$ cat src/hdl/sefe_pkg.sv
// Shared constants, request descriptor type and stuffing helpers for the frame encoder.
package sefe_pkg;

  localparam logic [7:0] CODE_STX = 8'h02;
  localparam logic [7:0] CODE_ETX = 8'h03;
  localparam logic [7:0] CODE_DLE = 8'h10;
  localparam logic [7:0] CODE_DC2 = 8'h12;
  localparam logic [7:0] CODE_DC3 = 8'h13;

  localparam int unsigned QUEUE_DEPTH_DEFAULT = 2;

  // One classified request handed from the front to the back.
  typedef struct packed {
    logic       need_stx;
    logic [7:0] data;
    logic       data_esc;
    logic       last;
    logic [7:0] sum;
    logic       sum_esc;
  } desc_t;

  function automatic logic needs_escape(input logic [7:0] b);
    needs_escape = (b == CODE_STX) || (b == CODE_ETX) || (b == CODE_DLE);
  endfunction

  // Second byte of an escape pair.
  function automatic logic [7:0] escape_code(input logic [7:0] b);
    logic [7:0] r;
    r = CODE_DLE;
    if (b == CODE_STX) begin
      r = CODE_DC2;
    end else if (b == CODE_ETX) begin
      r = CODE_DC3;
    end
    escape_code = r;
  endfunction

endpackage

$ cat src/hdl/stx_etx_dle_frame_encoder.sv
// Top level of the STX/ETX/DLE byte-stuffing frame encoder with additive checksum.
// Each payload request yields 1 to 6 line bytes (STX, stuffed byte, stuffed sum, ETX);
// the back end emits one line byte per cycle while a descriptor is queued and its
// output register is empty or popped. The front end accepts a new request every cycle
// while the descriptor queue (QueueDepth entries) has room; results wait in a single
// output register and are held until popped.
module stx_etx_dle_frame_encoder #(
  parameter int unsigned QueueDepth = sefe_pkg::QUEUE_DEPTH_DEFAULT
) (
  input  logic       clk_i,
  input  logic       rst_ni,
  input  logic       push,
  output logic       full,
  input  logic [7:0] payload_byte_i,
  input  logic       frame_last_i,
  output logic       empty,
  input  logic       pop,
  output logic [7:0] line_byte_o,
  output logic       run_last_o,
  output logic       frame_end_o
);
  import sefe_pkg::*;

  desc_t front_desc, head_desc;
  logic  take, q_empty, done;

  assign take = push && !full;

  sefe_front u_front (
    .clk_i          (clk_i),
    .rst_ni         (rst_ni),
    .take_i         (take),
    .payload_byte_i (payload_byte_i),
    .frame_last_i   (frame_last_i),
    .desc_o         (front_desc)
  );

  sefe_queue #(
    .Depth (QueueDepth)
  ) u_queue (
    .clk_i     (clk_i),
    .rst_ni    (rst_ni),
    .wr_i      (take),
    .wr_data_i (front_desc),
    .full_o    (full),
    .rd_i      (done),
    .rd_data_o (head_desc),
    .empty_o   (q_empty)
  );

  sefe_back u_back (
    .clk_i        (clk_i),
    .rst_ni       (rst_ni),
    .desc_i       (head_desc),
    .desc_valid_i (!q_empty),
    .desc_done_o  (done),
    .pop_i        (pop),
    .empty_o      (empty),
    .line_byte_o  (line_byte_o),
    .run_last_o   (run_last_o),
    .frame_end_o  (frame_end_o)
  );

endmodule

$ cat src/hdl/sefe_front.sv
// Front end: accepts payload requests, tracks frame state and checksum, builds descriptors.
module sefe_front (
  input  logic           clk_i,
  input  logic           rst_ni,
  input  logic           take_i,
  input  logic [7:0]     payload_byte_i,
  input  logic           frame_last_i,
  output sefe_pkg::desc_t desc_o
);
  import sefe_pkg::*;

  logic       inside_q, inside_d;
  logic [7:0] sum_q, sum_d;
  logic [7:0] sum_new;

  assign sum_new = (inside_q ? sum_q : 8'h00) + payload_byte_i;

  always_comb begin
    desc_o.need_stx = !inside_q;
    desc_o.data     = payload_byte_i;
    desc_o.data_esc = needs_escape(payload_byte_i);
    desc_o.last     = frame_last_i;
    desc_o.sum      = sum_new;
    desc_o.sum_esc  = needs_escape(sum_new);
  end

  always_comb begin
    inside_d = inside_q;
    sum_d    = sum_q;
    if (take_i) begin
      inside_d = !frame_last_i;
      sum_d    = frame_last_i ? 8'h00 : sum_new;
    end
  end

  always_ff @(posedge clk_i or negedge rst_ni) begin
    if (!rst_ni) begin
      inside_q <= 1'b0;
      sum_q    <= 8'h00;
    end else begin
      inside_q <= inside_d;
      sum_q    <= sum_d;
    end
  end

endmodule

$ cat src/hdl/sefe_queue.sv
// Short descriptor queue between the front and back ends.
module sefe_queue #(
  parameter int unsigned Depth = sefe_pkg::QUEUE_DEPTH_DEFAULT
) (
  input  logic            clk_i,
  input  logic            rst_ni,
  input  logic            wr_i,
  input  sefe_pkg::desc_t wr_data_i,
  output logic            full_o,
  input  logic            rd_i,
  output sefe_pkg::desc_t rd_data_o,
  output logic            empty_o
);
  import sefe_pkg::*;

  localparam int unsigned PtrW = (Depth > 1) ? $clog2(Depth) : 1;
  localparam int unsigned CntW = $clog2(Depth + 1);
  localparam logic [PtrW-1:0] LastPtr = PtrW'(Depth - 1);
  localparam logic [CntW-1:0] FullCnt = CntW'(Depth);

  desc_t           mem_q [Depth];
  logic [PtrW-1:0] wptr_q, wptr_d, rptr_q, rptr_d;
  logic [CntW-1:0] cnt_q, cnt_d;
  logic            do_wr, do_rd;

  assign full_o    = (cnt_q == FullCnt);
  assign empty_o   = (cnt_q == '0);
  assign do_wr     = wr_i && !full_o;
  assign do_rd     = rd_i && !empty_o;
  assign rd_data_o = mem_q[rptr_q];

  always_comb begin
    wptr_d = wptr_q;
    rptr_d = rptr_q;
    cnt_d  = cnt_q;
    if (do_wr) begin
      wptr_d = (wptr_q == LastPtr) ? '0 : wptr_q + 1'b1;
    end
    if (do_rd) begin
      rptr_d = (rptr_q == LastPtr) ? '0 : rptr_q + 1'b1;
    end
    if (do_wr && !do_rd) begin
      cnt_d = cnt_q + 1'b1;
    end else if (do_rd && !do_wr) begin
      cnt_d = cnt_q - 1'b1;
    end
  end

  always_ff @(posedge clk_i) begin
    if (do_wr) begin
      mem_q[wptr_q] <= wr_data_i;
    end
  end

  always_ff @(posedge clk_i or negedge rst_ni) begin
    if (!rst_ni) begin
      wptr_q <= '0;
      rptr_q <= '0;
      cnt_q  <= '0;
    end else begin
      wptr_q <= wptr_d;
      rptr_q <= rptr_d;
      cnt_q  <= cnt_d;
    end
  end

endmodule

$ cat src/hdl/sefe_back.sv
// Back end: expands descriptors into output-register line bytes, one per unstalled cycle.
module sefe_back (
  input  logic            clk_i,
  input  logic            rst_ni,
  input  sefe_pkg::desc_t desc_i,
  input  logic            desc_valid_i,
  output logic            desc_done_o,
  input  logic            pop_i,
  output logic            empty_o,
  output logic [7:0]      line_byte_o,
  output logic            run_last_o,
  output logic            frame_end_o
);
  import sefe_pkg::*;

  localparam logic [2:0] PH_START = 3'd0;
  localparam logic [2:0] PH_STX   = 3'd1;
  localparam logic [2:0] PH_DDLE  = 3'd2;
  localparam logic [2:0] PH_DATA  = 3'd3;
  localparam logic [2:0] PH_SDLE  = 3'd4;
  localparam logic [2:0] PH_SUM   = 3'd5;
  localparam logic [2:0] PH_ETX   = 3'd6;

  logic [2:0] ph_q, ph_d, cur_ph, first_ph, next_ph;
  logic       valid_q, valid_d;
  logic [7:0] byte_q, byte_d;
  logic       rlast_q, rlast_d, fend_q, fend_d;
  logic       advance, done;

  assign first_ph = desc_i.need_stx ? PH_STX : (desc_i.data_esc ? PH_DDLE : PH_DATA);
  assign cur_ph   = (ph_q == PH_START) ? first_ph : ph_q;
  assign advance  = desc_valid_i && (!valid_q || pop_i);

  always_comb begin
    byte_d  = CODE_DLE;
    rlast_d = 1'b0;
    fend_d  = 1'b0;
    next_ph = PH_START;
    done    = 1'b0;
    unique case (cur_ph)
      PH_STX: begin
        byte_d  = CODE_STX;
        next_ph = desc_i.data_esc ? PH_DDLE : PH_DATA;
      end
      PH_DDLE: begin
        next_ph = PH_DATA;
      end
      PH_DATA: begin
        byte_d  = desc_i.data_esc ? escape_code(desc_i.data) : desc_i.data;
        rlast_d = !desc_i.last;
        done    = !desc_i.last;
        next_ph = desc_i.sum_esc ? PH_SDLE : PH_SUM;
      end
      PH_SDLE: begin
        next_ph = PH_SUM;
      end
      PH_SUM: begin
        byte_d  = desc_i.sum_esc ? escape_code(desc_i.sum) : desc_i.sum;
        next_ph = PH_ETX;
      end
      PH_ETX: begin
        byte_d  = CODE_ETX;
        rlast_d = 1'b1;
        fend_d  = 1'b1;
        done    = 1'b1;
      end
      default: begin
        done = 1'b1;
      end
    endcase
  end

  assign desc_done_o = advance && done;

  always_comb begin
    ph_d    = ph_q;
    valid_d = valid_q;
    if (pop_i && valid_q) begin
      valid_d = 1'b0;
    end
    if (advance) begin
      valid_d = 1'b1;
      ph_d    = done ? PH_START : next_ph;
    end
  end

  always_ff @(posedge clk_i) begin
    if (advance) begin
      byte_q  <= byte_d;
      rlast_q <= rlast_d;
      fend_q  <= fend_d;
    end
  end

  always_ff @(posedge clk_i or negedge rst_ni) begin
    if (!rst_ni) begin
      ph_q    <= PH_START;
      valid_q <= 1'b0;
    end else begin
      ph_q    <= ph_d;
      valid_q <= valid_d;
    end
  end

  assign empty_o     = !valid_q;
  assign line_byte_o = byte_q;
  assign run_last_o  = rlast_q;
  assign frame_end_o = fend_q;

endmodule

$ cat config.mk
export PLATFORM = sky130hd
export DESIGN_NAME = stx_etx_dle_frame_encoder
export DESIGN_NICKNAME = d
export VERILOG_FILES = /design/src/hdl/sefe_pkg.sv /design/src/hdl/stx_etx_dle_frame_encoder.sv /design/src/hdl/sefe_front.sv /design/src/hdl/sefe_queue.sv /design/src/hdl/sefe_back.sv
export SDC_FILE = /design/constraint.sdc
export NUM_CORES = 1
export LEC_CHECK = 0
export ABC_AREA = 1
export BUFFER_PORTS_ARGS = -buffer_cell sky130_fd_sc_hd__buf_2
export CAP_MARGIN = 40
export CORE_ASPECT_RATIO = 1.4
export CORE_MARGIN = 5
export CORE_UTILIZATION = 55
export CTS_CLUSTER_SIZE = 25
export DETAILED_ROUTE_END_ITERATION = 16
export GPL_ROUTABILITY_DRIVEN = 0
export PLACE_DENSITY = 0.81
export SLEW_MARGIN = 15
export SYNTH_ARGS = -nofsm -noshare
export SYNTH_HDL_FRONTEND = slang
export SYNTH_HIERARCHICAL = 1
export SYNTH_SLANG_ARGS = --single-unit
$ cat constraint.sdc
create_clock -name clk_i -period 3.15 [get_ports clk_i]
set_input_delay 0.1575 -clock clk_i [delete_from_list [all_inputs] [get_ports clk_i]]
set_output_delay 0.1575 -clock clk_i [all_outputs]
set_load 0.01 [all_outputs]
==> results of run 1 <==
registers in the layout (all words and copies together) (netlist names):
signal	cells
u_back/valid_q	1
u_queue/wptr_q	1
u_back/line_byte_o	8
u_front/inside_q	1
u_front/sum_q	8
u_queue/rptr_q	1
u_queue/mem_q	40
u_queue/cnt_q	2
u_back/frame_end_o	1
u_back/run_last_o	1
u_back/ph_q	3
worst max-delay path: stages (launching register included):
cell and delay, ps:
dfrtp_1 530, nand2_1 90, inv_1 70, ha_1 180, inv_1 60, fa_1 400, xnor2_1 380, nor2_1 100
nand3_1 110, nor2_2 40
routing by layer:
| layer | global-route usage (%) | part of all wire (%) | up-vias |
|---|---|---|---|
| met5 | 0 | 0 | - |
| met2 | 33.0 | 54 | 65 |
| met4 | 11.3 | 4.7 | 0 |
| li1 | - | - | 1274 |
| met3 | 4.25 | 3.9 | 27 |
| met1 | 19.2 | 38 | 1160 |
cell type report:
cell class	count	area, um2	share of cell area [%]
clock buffers	13	149	3.87
repair buffers	28	153	3.97
well taps	72	90.1	2.34
multi-input cells	247	1270	33.2
inverters	56	213	5.53
flip-flops and latches	67	1930	50.1
clock inverters	3	37.5	0.977
cells by family after synthesis:
kind of cell               Yosys count
and+or+nand+nor                    203
buffers and inverters               70
DFF                                 67
AOI/OAI and AO/OA                   32
adders and majority gates            9
xor gates and xnor gates             3
final timing paths:
path,start,end,slack (ps),cells past startpoint
worst max-delay path,u_front/inside_q,u_queue/mem_q[0][0],950,9
worst min-delay path,frame_last_i,u_queue/mem_q[0][9],30,1
worst max register to register,u_front/inside_q,u_queue/mem_q[0][0],950,9
worst min register to register,u_queue/wptr_q,u_queue/wptr_q,490,2
max in group asynchronous,rst_ni,u_queue/wptr_q,2570,2
min in group asynchronous,rst_ni,u_queue/cnt_q[1],280,2
per-stage QoR:
stage               utilization (%)  hold WS, ps  worst slack [ps]  cells  area [um2]
floorplan                         -         -138              1030    384        3510
global placement               58.7          109              1100    469        3650
detailed placement             58.7          114               982    469        3650
CTS                            61.9         12.6               976    486        3840
global route                   61.9         11.5               786    486        3840
finish                         61.9         29.1               953    486        3840
cell usage after synthesis (6+ instances only):
cell type,instances
nand2_2,12
inv_1,49
nor2_2,8
o21ai_0,13
dfrtp_1,17
edfxtp_1,50
buf_4,10
nand3_1,17
inv_2,6
ha_1,8
nor2_1,14
nand2_1,134
power breakdown:
group | internal, W | switching (W) | total, W
sequential | 0.00134 | 0.000141 | 0.00148
combinational | 0.000504 | 0.00105 | 0.00156
clock | 0.000383 | 0.000292 | 0.000675
what timing repair did:
item	in CTS	in global routing
hold buffers	1	0
gates resized for setup	0	0
endpoints found under the hold margin	17	0
==> results.tsv, run 1 <==
stage	metric	value	unit
cells_and_area	most frequent cells in the layout	134 x nand2_1, 50 x edfxtp_1, 49 x inv_1	
clock_network	post-CTS setup buffer count	0	
detailed_routing	vias	2526	
floorplanning	Die ar.	8100	um2
placed_design	Final HPWL DP	5070	um
floorplanning	Die Wd	77.5	um
sta	worst clock skew	7.64	ps
synth	count of flip-flops with a built-in enable after synthesis	50	
clock_network	Clock Path Buffers	2	
synth	Synth area leaders	edfxtp_1 43%, nand2_1 14%, dfrtp_1 12%	
synth	synth warn	6	
placed_design	Port Buf Inserts	24	
grt	global route total overflow	0	
worst_setup_path	WP data required	3250	ps
synth	Synth Area in Adders	3.42	%
floorplanning	Ports	25	
power	Leak	1.87	nW
sta	Final min period	2200	ps
detailed_routing	wire per inst	14.1	um
synth	Synth cell types	31	
clock_network	CTS Buf Count	9	
grt	initial antenna violation count	0	
clock_network	H-tree depth	3	
sta	fmax	455	MHz
sta	max_slew headroom	70.3	%
floorplanning	core area	6210	um2
cells_and_area	layout net count	431	
clock_network	root buffer cell	clkbuf_8	
worst_setup_path	CP max FO	9	
power	Total Power	0.00372	W
power	peak supply drop	0.466	mV
synth	ys async rst share	25.4	%
sta	Least-Margin Pin Slew	445	ps
worst_setup_path	CP Class	reg -> reg	
detailed_routing	Final ANT Viol Nets	0	
cells_and_area	Layout area overhead	9.52	%
synth	Synth area leader	edfxtp_1	
synth	Post-Syn Area	3510	um2
sta	Finish-stage setup viols	0	
grt	Total Routing Usage GR	18.5	%
sta	Final Max Tran Viols	0	
synth	Post-Synth XOR/XNOR Area	1.28	%
status	status	completed	
floorplanning	FP Rows	34	
cells_and_area	most common cell after layout, fill and taps aside	nand2_1	
detailed_routing	Routed WL	6830	um
synth	area share of the largest cell type after synthesis	42.8	%
sta	Final TNS setup	0	ps
power	PwrDens	967	nW/um2
worst_setup_path	Worst Setup Start Kind	flop	
synth	Seq/Total Area, Yosys	54.9	%
worst_setup_path	worst path arrival time	2290	ps
synth	top_reg_cell synth	edfxtp_1	
grt	largest net degree at the start of global routing	21	
clock_network	CTS sink count	67	
sta	RSZ-0062 raised after global routing	false	
synth	Synth Area in Simple Gates	26.1	%
synth	#FFs+latches synth	67	
detailed_routing	Vias/cell	5.20	
worst_setup_path	Setup crit end kind	flop	
grt	vias in the first global route	2604	
clock_network	CTS tree	yes	
run	maxcap violations	0	
sta	Final Cycle Share	69.7	%
clock_network	clk slew on worst S/H paths	60	ps
synth	main combinational cell family by area after synthesis	simple AND/OR/NAND/NOR gates	
hold_path	Worst Hold Class	in -> reg	
synth	compound-gate portion of the synthesized area	5.49	%
clock_network	worst skew pair latency	340	ps
cells_and_area	share of cells above drive strength 1	18.6	%
cells_and_area	Fillers	490	
detailed_routing	Iteration-0 DRC Markers	123	
grt	first-pass GRT wire length	11700	um
detailed_routing	drc violations	0	
synth	post-synthesis mux area share	0	%
cells_and_area	Inserted Diodes	0	
synth	Syn Nets	406	
synth	Synth Instances	384	
detailed_routing	drt first pass iters	4	
floorplanning	Initial Utilization	56.5	%
synth	Mean Syn Cell Area	9.14	um2
sta	Hold Vio Cnt, Final	0	
floorplanning	Die Ht	105	um
(Power assumes the default switching activity.)
==> run 2: changes to the inputs <==
--- a/config.mk
+++ b/config.mk
@@ -5,16 +5,16 @@
 export SDC_FILE = /design/constraint.sdc
 export NUM_CORES = 1
 export LEC_CHECK = 0
-export ABC_AREA = 1
+export ABC_AREA = 0
 export BUFFER_PORTS_ARGS = -buffer_cell sky130_fd_sc_hd__buf_2
 export CAP_MARGIN = 40
 export CORE_ASPECT_RATIO = 1.4
 export CORE_MARGIN = 5
-export CORE_UTILIZATION = 55
+export CORE_UTILIZATION = 54
 export CTS_CLUSTER_SIZE = 25
 export DETAILED_ROUTE_END_ITERATION = 16
 export GPL_ROUTABILITY_DRIVEN = 0
-export PLACE_DENSITY = 0.81
+export PLACE_DENSITY = 0.83
 export SLEW_MARGIN = 15
 export SYNTH_ARGS = -nofsm -noshare
 export SYNTH_HDL_FRONTEND = slang
==> constraint.sdc (replaced) <==
create_clock -name clk_i -period 1.9 [get_ports clk_i]
set_input_delay 0.095 -clock clk_i [delete_from_list [all_inputs] [get_ports clk_i]]
set_output_delay 0.095 -clock clk_i [all_outputs]
set_load 0.01 [all_outputs]
==> results.tsv, run 2 <==
stage	metric	value	unit	change
status	status	complete, but fails checks		was completed
status	failing checks	negative setup slack		
worst_setup_path	Crit path max-delay family	simple AND/OR/NAND/NOR gates		was adder cells
synth	ys async rst share	25.4	%	unchanged
floorplanning	FP Rows	33		was 34
clock_network	worst skew pair latency	340	ps	about the same
floorplanning	Initial Utilization	56.0	%	was 56.5%
clock_network	CTS Buf Count	9		unchanged
sta	Final min period	2520	ps	was 2200 ps
cells_and_area	layout net count	359		was 431
detailed_routing	Routed WL	7710	um	was 6830 um
cells_and_area	share of cells above drive strength 1	41.2	%	was 18.6%
detailed_routing	Final ANT Viol Nets	0		unchanged
synth	Mean Syn Cell Area	12.2	um2	was 9.14 um2
cells_and_area	Inserted Diodes	0		unchanged
synth	Seq/Total Area, Yosys	57.9	%	was 54.9%
placed_design	Placed Cells	381		was 469
grt	initial antenna violation count	0		unchanged
detailed_routing	wire per inst	18.7	um	was 14.1 um
detailed_routing	Vias/cell	5.93		was 5.20
worst_setup_path	crit path launch	u_queue/rptr_q		was u_front/inside_q
grt	vias in the first global route	2484		was 2604
synth	most numerous cell in the Yosys netlist	edfxtp_1		was nand2_1
synth	top post-synthesis cells by count	50 x edfxtp_1, 26 x inv_1, 20 x nor2_1, 19 x mux2_1, 17 x dfrtp_1		was 134 x nand2_1, 50 x edfxtp_1, 49 x inv_1, 17 x dfrtp_1, 17 x nand3_1
sta	fmax	397	MHz	was 455 MHz
sta	Final Cycle Share	132	%	was 69.7%
sta	Least-Margin Pin Slew	482	ps	was 445 ps
cells_and_area	most common cell after layout, fill and taps aside	edfxtp_1		was nand2_1
worst_setup_path	Worst Setup Start Kind	flop		unchanged
worst_setup_path	Worst path depth	9		unchanged
power	Leak	1.78	nW	was 1.87 nW
worst_setup_path	worst path cell trace	mux2_4, or4_4, or3_4, a21oi_2, o21ai_1, ha_2, xor2_1, nor2_1, xor2_1		was nand2_1, inv_1, ha_1, inv_1, fa_1, xnor2_1, nor2_1, nand3_1, nor2_2
worst_setup_path	WP data required	2170	ps	was 3250 ps
clock_network	H-tree depth	3		unchanged
placed_design	Final HPWL DP	4770	um	was 5070 um
hold_path	Worst Hold Class	in -> reg		unchanged
clock_network	root buffer cell	clkbuf_8		unchanged
synth	#FFs+latches synth	67		unchanged
grt	first-pass GRT wire length	12000	um	was 11700 um
synth	top_reg_cell synth	edfxtp_1		unchanged
cells_and_area	largest reg by FF count	u_queue/mem_q		unchanged
cells_and_area	Layout area overhead	31.6	%	was 9.52%
floorplanning	Die Wd	76.3	um	was 77.5 um
power	PwrDens	1640	nW/um2	was 967 nW/um2
cells_and_area	Fillers	387		was 490
clock_network	clk slew on worst S/H paths	80	ps	was 60 ps
worst_setup_path	worst path arrival time	2780	ps	was 2290 ps
synth	Syn Nets	294		was 406
worst_setup_path	Critical Path Sink	u_queue/cnt_q[1]		was u_queue/mem_q[0][0]
worst_setup_path	worst reg2reg endpoint	u_queue/cnt_q[1]		was u_queue/mem_q[0][0]
sta	RSZ-0062 raised after global routing	true		was false
sta	final setup margin	-617	ps	was 953 ps
placed_design	pre-CTS setup slack	-638	ps	was 982 ps
sta	Hold Vio Cnt, Final	0		unchanged
cells_and_area	most frequent cells in the layout	50 x edfxtp_1, 29 x buf_4, 24 x buf_2		was 134 x nand2_1, 50 x edfxtp_1, 49 x inv_1
power	Total Power	0.00719	W	was 0.00372 W
synth	Synth area leaders	edfxtp_1 45%, dfrtp_1 13%, mux2_1 6.4%		was edfxtp_1 43%, nand2_1 14%, dfrtp_1 12%
run	maxcap violations	0		unchanged
power	peak supply drop	0.971	mV	was 0.466 mV
worst_setup_path	r2r worst-path depth	9		unchanged
detailed_routing	Iteration-0 DRC Markers	162		was 123
worst_setup_path	Critical Path Slowest Stage Cell	or4_4		was dfrtp_1
floorplanning	Die ar.	7850	um2	was 8100 um2
synth	Synth cell types	48		was 31
synth	area share of the largest cell type after synthesis	45.1	%	was 42.8%
floorplanning	Ports	25		unchanged
worst_setup_path	CP max FO	3		was 9
cells_and_area	max reg flops	40		unchanged
synth	synth warn	6		unchanged
sta	worst clock skew	10.0	ps	was 7.64 ps
worst_setup_path	CP Class	reg -> reg		unchanged
worst_setup_path	Critical Path Max Stage Delay	520	ps	was 530 ps
detailed_routing	drt first pass iters	4		unchanged
sta	Final Max Tran Viols	0		unchanged
cells_and_area	Layout Cells excl Fill	412		was 486
sta	Worst Hold Slack	20.1	ps	was 29.1 ps
detailed_routing	drc violations	0		unchanged
detailed_routing	vias	2442		was 2526
sta	max_slew headroom	67.9	%	was 70.3%
worst_setup_path	crit path buf inv count	0		was 2
synth	Synth area leader	edfxtp_1		unchanged
worst_setup_path	setup slack, reg-to-reg	-620	ps	was 950 ps
worst_setup_path	CP dominant cell by count	xor2_1		was inv_1
placed_design	Port Buf Inserts	24		unchanged
floorplanning	core area	5950	um2	was 6210 um2
worst_setup_path	Reg2Reg Launch Point	u_queue/rptr_q		was u_front/inside_q
grt	largest net degree at the start of global routing	21		unchanged
clock_network	CTS tree	yes		unchanged
synth	Synth Instances	272		was 384
worst_setup_path	Setup crit end kind	flop		unchanged
sta	Final TNS setup	-6080	ps	was 0 ps
synth	Post-Syn Area	3330	um2	was 3510 um2
clock_network	Clock Path Buffers	2		unchanged
grt	Total Routing Usage GR	20.0	%	was 18.5%
synth	count of flip-flops with a built-in enable after synthesis	50		unchanged
grt	global route total overflow	0		unchanged
clock_network	CTS sink count	67		unchanged
sta	Finish-stage setup viols	26		was 0
floorplanning	Die Ht	103	um	was 105 um
==> run 2: changes by cell type after synthesis, moves of 6 or more <==
cell | previous run | this run
inv_1 | 49 | 26
mux2_1 | 0 | 19
nand2_1 | 134 | 15
nand2_2 | 12 | 0
nand3_1 | 17 | 5
nor2_1 | 14 | 20
nor2_2 | 8 | 0
o21ai_0 | 13 | 7
==> run 2: worst min path at each step <==
stage | endpoint | slack [ps] | from | depth (start not counted)
floorplan | u_back/ph_q[0] | -200 | rst_ni | 0
global placement | u_back/ph_q[0] | 50 | rst_ni | 1
detailed placement | u_back/ph_q[0] | 50 | rst_ni | 1
CTS | u_queue/mem_q[0][17] | 2 | payload_byte_i[6] | 1
global route | u_queue/mem_q[0][17] | 10 | payload_byte_i[6] | 1
finish | u_queue/mem_q[0][17] | 20 | payload_byte_i[6] | 1
==> run 2: final cells by class <==
| class | instances | area [um2] | area share [%] |
|---|---|---|---|
| clock buffers | 11 | 163 | 3.72 |
| clock inverters | 5 | 56.3 | 1.29 |
| inverters | 29 | 116 | 2.66 |
| multi-input cells | 160 | 1470 | 33.6 |
| flip-flops and latches | 67 | 1930 | 44.1 |
| well taps | 70 | 87.6 | 2.00 |
| repair buffers | 70 | 554 | 12.7 |
==> run 2: repair_timing <==
action,in CTS,in global routing
buffers inserted,9,8
pin swaps,17,23
endpoints found under the setup margin,31,34
endpoints found under the hold margin,23,0
gates resized for setup,38,30
hold buffers,4,0
==> run 2: logic make-up after synthesis <==
| logic type | count (synthesis) | share of synthesized area [%] |
|---|---|---|
| flops | 67 | 57.9 |
| simple gates | 66 | 10.8 |
| compound gates | 51 | 10.7 |
| buf+inv | 45 | 6.32 |
| mux | 24 | 8.01 |
| xor+xnor | 10 | 2.63 |
| fa+ha+maj | 9 | 3.61 |
==> run 2: routing by layer <==
metal / share of wire, % / vias to the layer above / GRT usage [%]
met1: 37 / 1210 / 22.0
met4: 2.6 / 0 / 10.6
li1: - / 1107 / -
met5: 0 / - / 0
met2: 55 / 102 / 36.1
met3: 4.8 / 23 / 4.55
==> run 2: through the flow <==
step,instance area (um2),util (%)
finish,4380,73.6
global route,4380,73.6
CTS,4220,71.0
detailed placement,3730,62.8
global placement,3730,62.8
floorplan,3360,-
==> run 2: where the power goes <==
group	total (W)	internal (W)	leakage, nW	switching (W)
Combinational	0.00346	0.00163	0.992	0.00184
Sequential	0.00245	0.00224	0.676	0.000217
Clock	0.00127	0.000723	0.115	0.000548
Total	0.00719	0.00459	1.78	0.00260
